--- config.mk ---
export PLATFORM = sky130hd
export DESIGN_NAME = chist_ctrl
export DESIGN_NICKNAME = d
export VERILOG_FILES = /design/src/rtl/chist_pkg.sv /design/src/rtl/chist_ctrl.sv
export SDC_FILE = /design/constraint.sdc
export NUM_CORES = 1
export LEC_CHECK = 0
export BUFFER_PORTS_ARGS = -buffer_cell sky130_fd_sc_hd__buf_2
export CAP_MARGIN = 20
export CORE_MARGIN = 8
export CORE_UTILIZATION = 25
export CTS_CLUSTER_SIZE = 30
export DETAILED_ROUTE_END_ITERATION = 10
export GPL_TIMING_DRIVEN = 0
export MAX_ROUTING_LAYER = met4
export PLACE_DENSITY = 0.55
export SETUP_SLACK_MARGIN = 0.3
export SKIP_LAST_GASP = 1
export SLEW_MARGIN = 25
export SYNTH_ARGS = -nofsm -noshare
export SYNTH_HDL_FRONTEND = slang
export SYNTH_SLANG_ARGS = --single-unit
export TNS_END_PERCENT = 10
--- constraint.sdc ---
create_clock -name clk_i -period 4.6 [get_ports clk_i]
set_input_delay 0.46 -clock clk_i [delete_from_list [all_inputs] [get_ports clk_i]]
set_output_delay 0.46 -clock clk_i [all_outputs]
set_load 0.03 [all_outputs]
--- src/rtl/chist_pkg.sv ---
// Shared types and constants for the channel histogram block.
// Used by the controller, the datapath and the top level; depends on nothing.
package chist_pkg;

  localparam int NUM_BINS = 256;
  localparam int BIN_AW   = $clog2(NUM_BINS);
  localparam int PIX_W    = 8;
  localparam int OUT_CW   = 32;              // width of the count output ports
  localparam int QUOT_W   = 16;              // Q0.16 fraction bits
  localparam int NORM_W   = QUOT_W + 1;      // fraction plus the "equals one" bit
  localparam int STEP_W   = $clog2(QUOT_W);
  localparam int LUMA_W   = 2 * PIX_W + PIX_W; // 16-bit weights times 8-bit pixels

  localparam logic [QUOT_W-1:0] W_RED   = 16'd19595;
  localparam logic [QUOT_W-1:0] W_GREEN = 16'd38470;
  localparam logic [QUOT_W-1:0] W_BLUE  = 16'd7471;

  localparam logic [NORM_W-1:0] NORM_ONE = NORM_W'(1) << QUOT_W;

  typedef enum logic [1:0] {
    OP_CLEAR = 2'd0,
    OP_ACCUM = 2'd1,
    OP_READ  = 2'd2
  } op_e;

  typedef enum logic [1:0] {
    CH_LUMA  = 2'd0,
    CH_RED   = 2'd1,
    CH_GREEN = 2'd2,
    CH_BLUE  = 2'd3
  } chan_e;

  typedef enum logic [5:0] {
    S_IDLE   = 6'b000001,
    S_INDEX  = 6'b000010,
    S_READ   = 6'b000100,
    S_UPDATE = 6'b001000,
    S_DIV    = 6'b010000,
    S_DONE   = 6'b100000
  } state_e;

  typedef struct packed {
    logic capture;     // latch the input beat
    logic clear;       // drop all bins and the peak
    logic calc_index;  // work out the bin of the latched pixel
    logic ram_read;    // read the selected bin
    logic accumulate;  // write back the incremented count
    logic load_div;    // start the normalising divide
    logic div_step;    // one quotient bit
  } cmd_t;

  typedef struct packed {
    logic [1:0] op;        // latched op code
    logic       div_skip;  // peak zero or count not below peak
    logic       div_last;  // final quotient bit this cycle
  } status_t;

endpackage

--- src/rtl/chist_ctrl.sv ---
// Sequencer for the histogram: decodes the op and steps the datapath.
// Uses chist_pkg for the state, op codes and command/status structs.
module chist_ctrl (
  input  logic                clk_i,
  input  logic                rst_ni,
  input  logic                start,
  input  logic [1:0]          op_i,
  input  chist_pkg::status_t  status_i,
  output chist_pkg::cmd_t     cmd_o,
  output logic                busy,
  output logic                result_valid_o
);

  chist_pkg::state_e state_q, state_d;

  always_comb begin
    state_d = state_q;
    cmd_o   = '0;
    case (state_q)
      chist_pkg::S_IDLE: begin
        if (start) begin
          cmd_o.capture = 1'b1;
          case (op_i)
            chist_pkg::OP_CLEAR: cmd_o.clear = 1'b1;
            chist_pkg::OP_ACCUM: state_d = chist_pkg::S_INDEX;
            chist_pkg::OP_READ:  state_d = chist_pkg::S_READ;
            default:             state_d = chist_pkg::S_IDLE;
          endcase
        end
      end
      chist_pkg::S_INDEX: begin
        cmd_o.calc_index = 1'b1;
        state_d          = chist_pkg::S_READ;
      end
      chist_pkg::S_READ: begin
        cmd_o.ram_read = 1'b1;
        state_d        = chist_pkg::S_UPDATE;
      end
      chist_pkg::S_UPDATE: begin
        if (status_i.op == chist_pkg::OP_READ) begin
          cmd_o.load_div = 1'b1;
          state_d = status_i.div_skip ? chist_pkg::S_DONE : chist_pkg::S_DIV;
        end else begin
          cmd_o.accumulate = 1'b1;
          state_d          = chist_pkg::S_IDLE;
        end
      end
      chist_pkg::S_DIV: begin
        cmd_o.div_step = 1'b1;
        if (status_i.div_last) begin
          state_d = chist_pkg::S_DONE;
        end
      end
      chist_pkg::S_DONE: begin
        state_d = chist_pkg::S_IDLE;
      end
      default: begin
        state_d = chist_pkg::S_IDLE;
      end
    endcase
  end

  always_ff @(posedge clk_i or negedge rst_ni) begin
    if (!rst_ni) begin
      state_q <= chist_pkg::S_IDLE;
    end else begin
      state_q <= state_d;
    end
  end

  assign busy           = (state_q != chist_pkg::S_IDLE);
  assign result_valid_o = (state_q == chist_pkg::S_DONE);

endmodule

[Word-level counts from Yosys, hierarchy flattened]
Cells that the tools add are included.
Word-level totals
  bits in registers: 6
  bits in writable memories: 0
  memories kept: 0
  bits in read-only memories: 0
  bits in latches: 0
  output and inout bits: 9
Cells by class
  reductions and logical operators: 2
  bitwise operators: 0
  $lt $le $gt $ge: 0
  multipliers: 0
  equal/unequal tests: 13
  mux-type cells: 15
  add/subtract/negate cells: 0
  shift operators: 0
  div/mod/pow operators: 0
Operators with widths (number)
  case mux 6 bit (5 select lines): 1
  two-way mux 6 bit: 4
  case mux 6 bit (3 select lines): 1
  equality test 6 x 1 -> 1 bit, second input constant: 1
  equality test 6 x 2 -> 1 bit, second input constant: 1
  equality test 6 x 3 -> 1 bit, second input constant: 1
  equality test 6 x 4 -> 1 bit, second input constant: 1
  equality test 6 x 5 -> 1 bit, second input constant: 1
  equality test 6 bit, second input constant: 1
  two-way mux 1 bit: 6
  two-way mux 2 bit: 3
  inequality test 2 bit, second input constant: 3
  inequality test 6 x 1 -> 1 bit, second input constant: 1
  equality test 2 bit, second input constant: 2
  AND reduction 3 bit: 1
  equality test 2 x 1 -> 1 bit, second input constant: 1
  logical NOT 2 bit: 1

[Longest topological paths before layout]
  word-level depth: 4
  depth in mapped cells: 6

[Worst setup path before layout]
OpenSTA, ideal clock, no wires.
  kind: register to output
  start point: reg state_q[2]
  end point: out cmd_o[4] (netlist bit)
  buffers on the path: 0
  arrival time: 1.752 ns
  cell stages (with the launch flop): 3
  path slack: 2.388 ns
  cell sequence: dfrtp_1 > or4_4 > nor3b_1
RTL lines
  start: declaration: RTL line chist_ctrl.sv:14  | chist_pkg::state_e state_q, state_d;
  start signal: assignment: RTL line chist_ctrl.sv:65  | state_q <= chist_pkg::S_IDLE;
  start signal: assignment: RTL line chist_ctrl.sv:67  | state_q <= state_d;
  end: declaration: RTL line chist_ctrl.sv:9  | output chist_pkg::cmd_t cmd_o,

==> metrics.md <==
| Metric | Value |
|---|---|
| Status | `finished, final reports clean` |
| Max IR drop VDD | `103.6 µV` |
| Fin crit period | `2.277 ns` |
| DP Wirelength | `928 µm` |
| Worst slew pin tran | `0.6159 ns` |
| Final hold vios | `0` |
| EDFF count, synth | `0` |
| Worst-path clk slew | `0.05 ns` |
| TritonCTS Buffers | `3` |
| Ranking of synthesized cells by instance count | `5 x dfrtp_1, 5 x nor3_1, 4 x inv_1, 4 x nor2b_1` |
| Max Root-Sink Buffers | `2` |
| PostCTS Resize Cnt | `0` |
| Final worst-path cycle share | `49.51%` |
| Warnings, synthesis | `0` |
| Sequential share of the synthesized area | `32.27%` |
| Clock Skews | `0.006186 ns` |
| Drt total wl | `1101 µm` |
| Top cells by area, synth | `dfrtp_1 27%, ha_1 8.0%, dfstp_2 5.6%` |
| Total GRT Usage | `7.172%` |
| Worst EP arrival | `1.82 ns` |
| Num rows | `15` |
| Vias in the first global route | `444` |
| Crit. End Element | `primary output` |
| Core Box Area | `0.001745 mm²` |
| I/O pin cnt | `18` |
| Ys async rst share | `100.0%` |
| Share of post-route cells with drive strength above 1 | `36.99%` |
| Top-area cell type share of the netlist area | `26.67%` |
| Die Width | `59.32 µm` |
| Leakage dissipation | `0.3321 nW` |
| Largest regs | `state_q: 6 flops` |
| Final setup fails | `0` |
| Root buf cell | `clkbuf_4` |
| # diodes | `0` |
| Placed Cells | `94` |
| HP Class | `in -> async` |
| Die ar. | `0.003519 mm²` |
| Gpl congestion | `0.8323` |
| Clock Sinks | `6` |
| Starting Density | `26.88%` |
| Synth Instances | `52` |
| Via density | `4.510` |
| H-tree Lvls | `1` |
| RSZ-0062 raised after global routing | `false` |
| Antenna-violating nets left | `0` |
| Mapped Area | `469.2 µm²` |
| Distinct cells, synth | `26` |
| Startpoint Class | `flip-flop` |
| Max cap viols | `0` |
| Fin Hold WS | `0.02773 ns` |
| Crit Path Class | `reg -> out` |
| Setup bufs post-CTS | `0` |
| IO Port Bufs | `17` |
| Fillers | `188` |
| Vert. Die Dim | `59.32 µm` |
| Worst skew pair latency | `0.24 ns` |
| Max Slew Vio Count | `0` |
| Max_slew headroom | `57.88%` |
| Nets | `86` |
| Via count | `442` |
| Post-CTS Hold Fix Bufs | `0` |
| DRT Pass-1 Iters | `4` |
| Setup TNS | `0 ns` |
| Pwr dens | `373.5 mW/mm²` |
| Antenna violations before repair | `0` |
| Average cell area after synthesis | `9.023 µm²` |
| Crit path max fanout | `5` |
| FF+latch count, synth | `6` |
| Cell taking the most area after synthesis | `dfrtp_1` |
| Register bank with the most flops | `state_q` |
| Post-synth net total | `64` |
| DR WL/cell | `11.23 µm` |
| Area Overhead vs Synth | `30.40%` |
| WP data required | `4.14 ns` |
| Max Freq | `439.1 MHz` |
| First-pass GRT wire length | `1863 µm` |
| Non-filler cells, final | `98` |
| Main flop type after synthesis | `dfrtp_1` |
| Largest net degree at the start of global routing | `9` |
| Initial DRC count | `8` |
| Grt ovf | `0` |
| CTS tree | `yes` |
| DRC | `0` |
| Max reg flops | `6` |
routing by layer:
layer  routed length (µm)  vias to the layer above  GRT usage [%]
li1                     -                      228              -
met1                  436                      201          6.880
met2                  574                       11          11.25
met3                   76                        2          2.603
met4                   13                        0          6.143
met5                    0                        -              -
placed cells by master (no fill, tap or decap), drive strengths merged, types with 2 or more instances in the layout:
cell     n
dfrtp    5
nor2b    4
and2     3
nor2     3
a21oi    3
nor3     5
o21ai    2
nor4     2
buf     20
ha       3
clkbuf   4
inv      4
and3     3
cell families after synthesis:
kind of cell / share of synthesized area, %
AO/OA/AOI/OAI: 10.40
adder cells (fa/ha/maj): 8.001
XOR/XNOR: 1.867
buffers and inverters: 6.933
AND/OR/NAND/NOR: 40.53
flip-flops: 32.27
worst paths after layout:
path                       slack [ns]          to  cells after the start        start
max                              2.32    cmd_o[6]                      4   state_q[2]
min                              0.03  state_q[3]                      1       rst_ni
max reg2reg                      2.79  state_q[5]                      5   state_q[0]
min reg2reg                      0.67  state_q[3]                      2   state_q[3]
max in group asynchronous        4.35  state_q[0]                      1       rst_ni
min in group clk_i               0.49  state_q[4]                      3  status_i[1]
per-stage QoR:
| step | util, % | power, mW | setup slack, ns | area [µm²] |
|---|---|---|---|---|
| detailed placement | 33.55 | 0.1800 | 2.569 | 585.6 |
| finish | 35.05 | 0.2285 | 2.323 | 611.8 |
| global route | 35.05 | 0.2518 | 2.227 | 611.8 |
| CTS | 35.05 | 0.2338 | 2.305 | 611.8 |
| global placement | 33.55 | 0.1791 | 2.599 | 585.6 |
| floorplan | - | 0.1518 | 2.388 | 469.2 |
where the power goes:
part           switching, mW  leakage (nW)  internal (mW)  total (mW)
logic                 0.0704         0.237         0.0417       0.112
registers            0.00359        0.0797         0.0623      0.0659
clock network         0.0177        0.0150         0.0328      0.0505
total                 0.0917         0.332          0.137       0.229
worst max-delay path, stage by stage, from the launching register on:
cell	delay, ns
dfrtp_1	0.41
or4_4	0.57
nor2_1	0.22
and2_1	0.18
buf_2	0.20
layout make-up:
class / count / area (µm²) / share of cell area (%)
Timing Repair Buffer: 17 / 85.08 / 13.91
Multi-Input combinational cell: 39 / 285.3 / 46.63
Buffer: 3 / 17.52 / 2.863
Sequential cell: 6 / 151.4 / 24.74
Tap cell: 25 / 31.28 / 5.112
Clock buffer: 4 / 26.28 / 4.294
Inverter: 4 / 15.01 / 2.454
No activity file was read; power rests on OpenSTA's default activity.
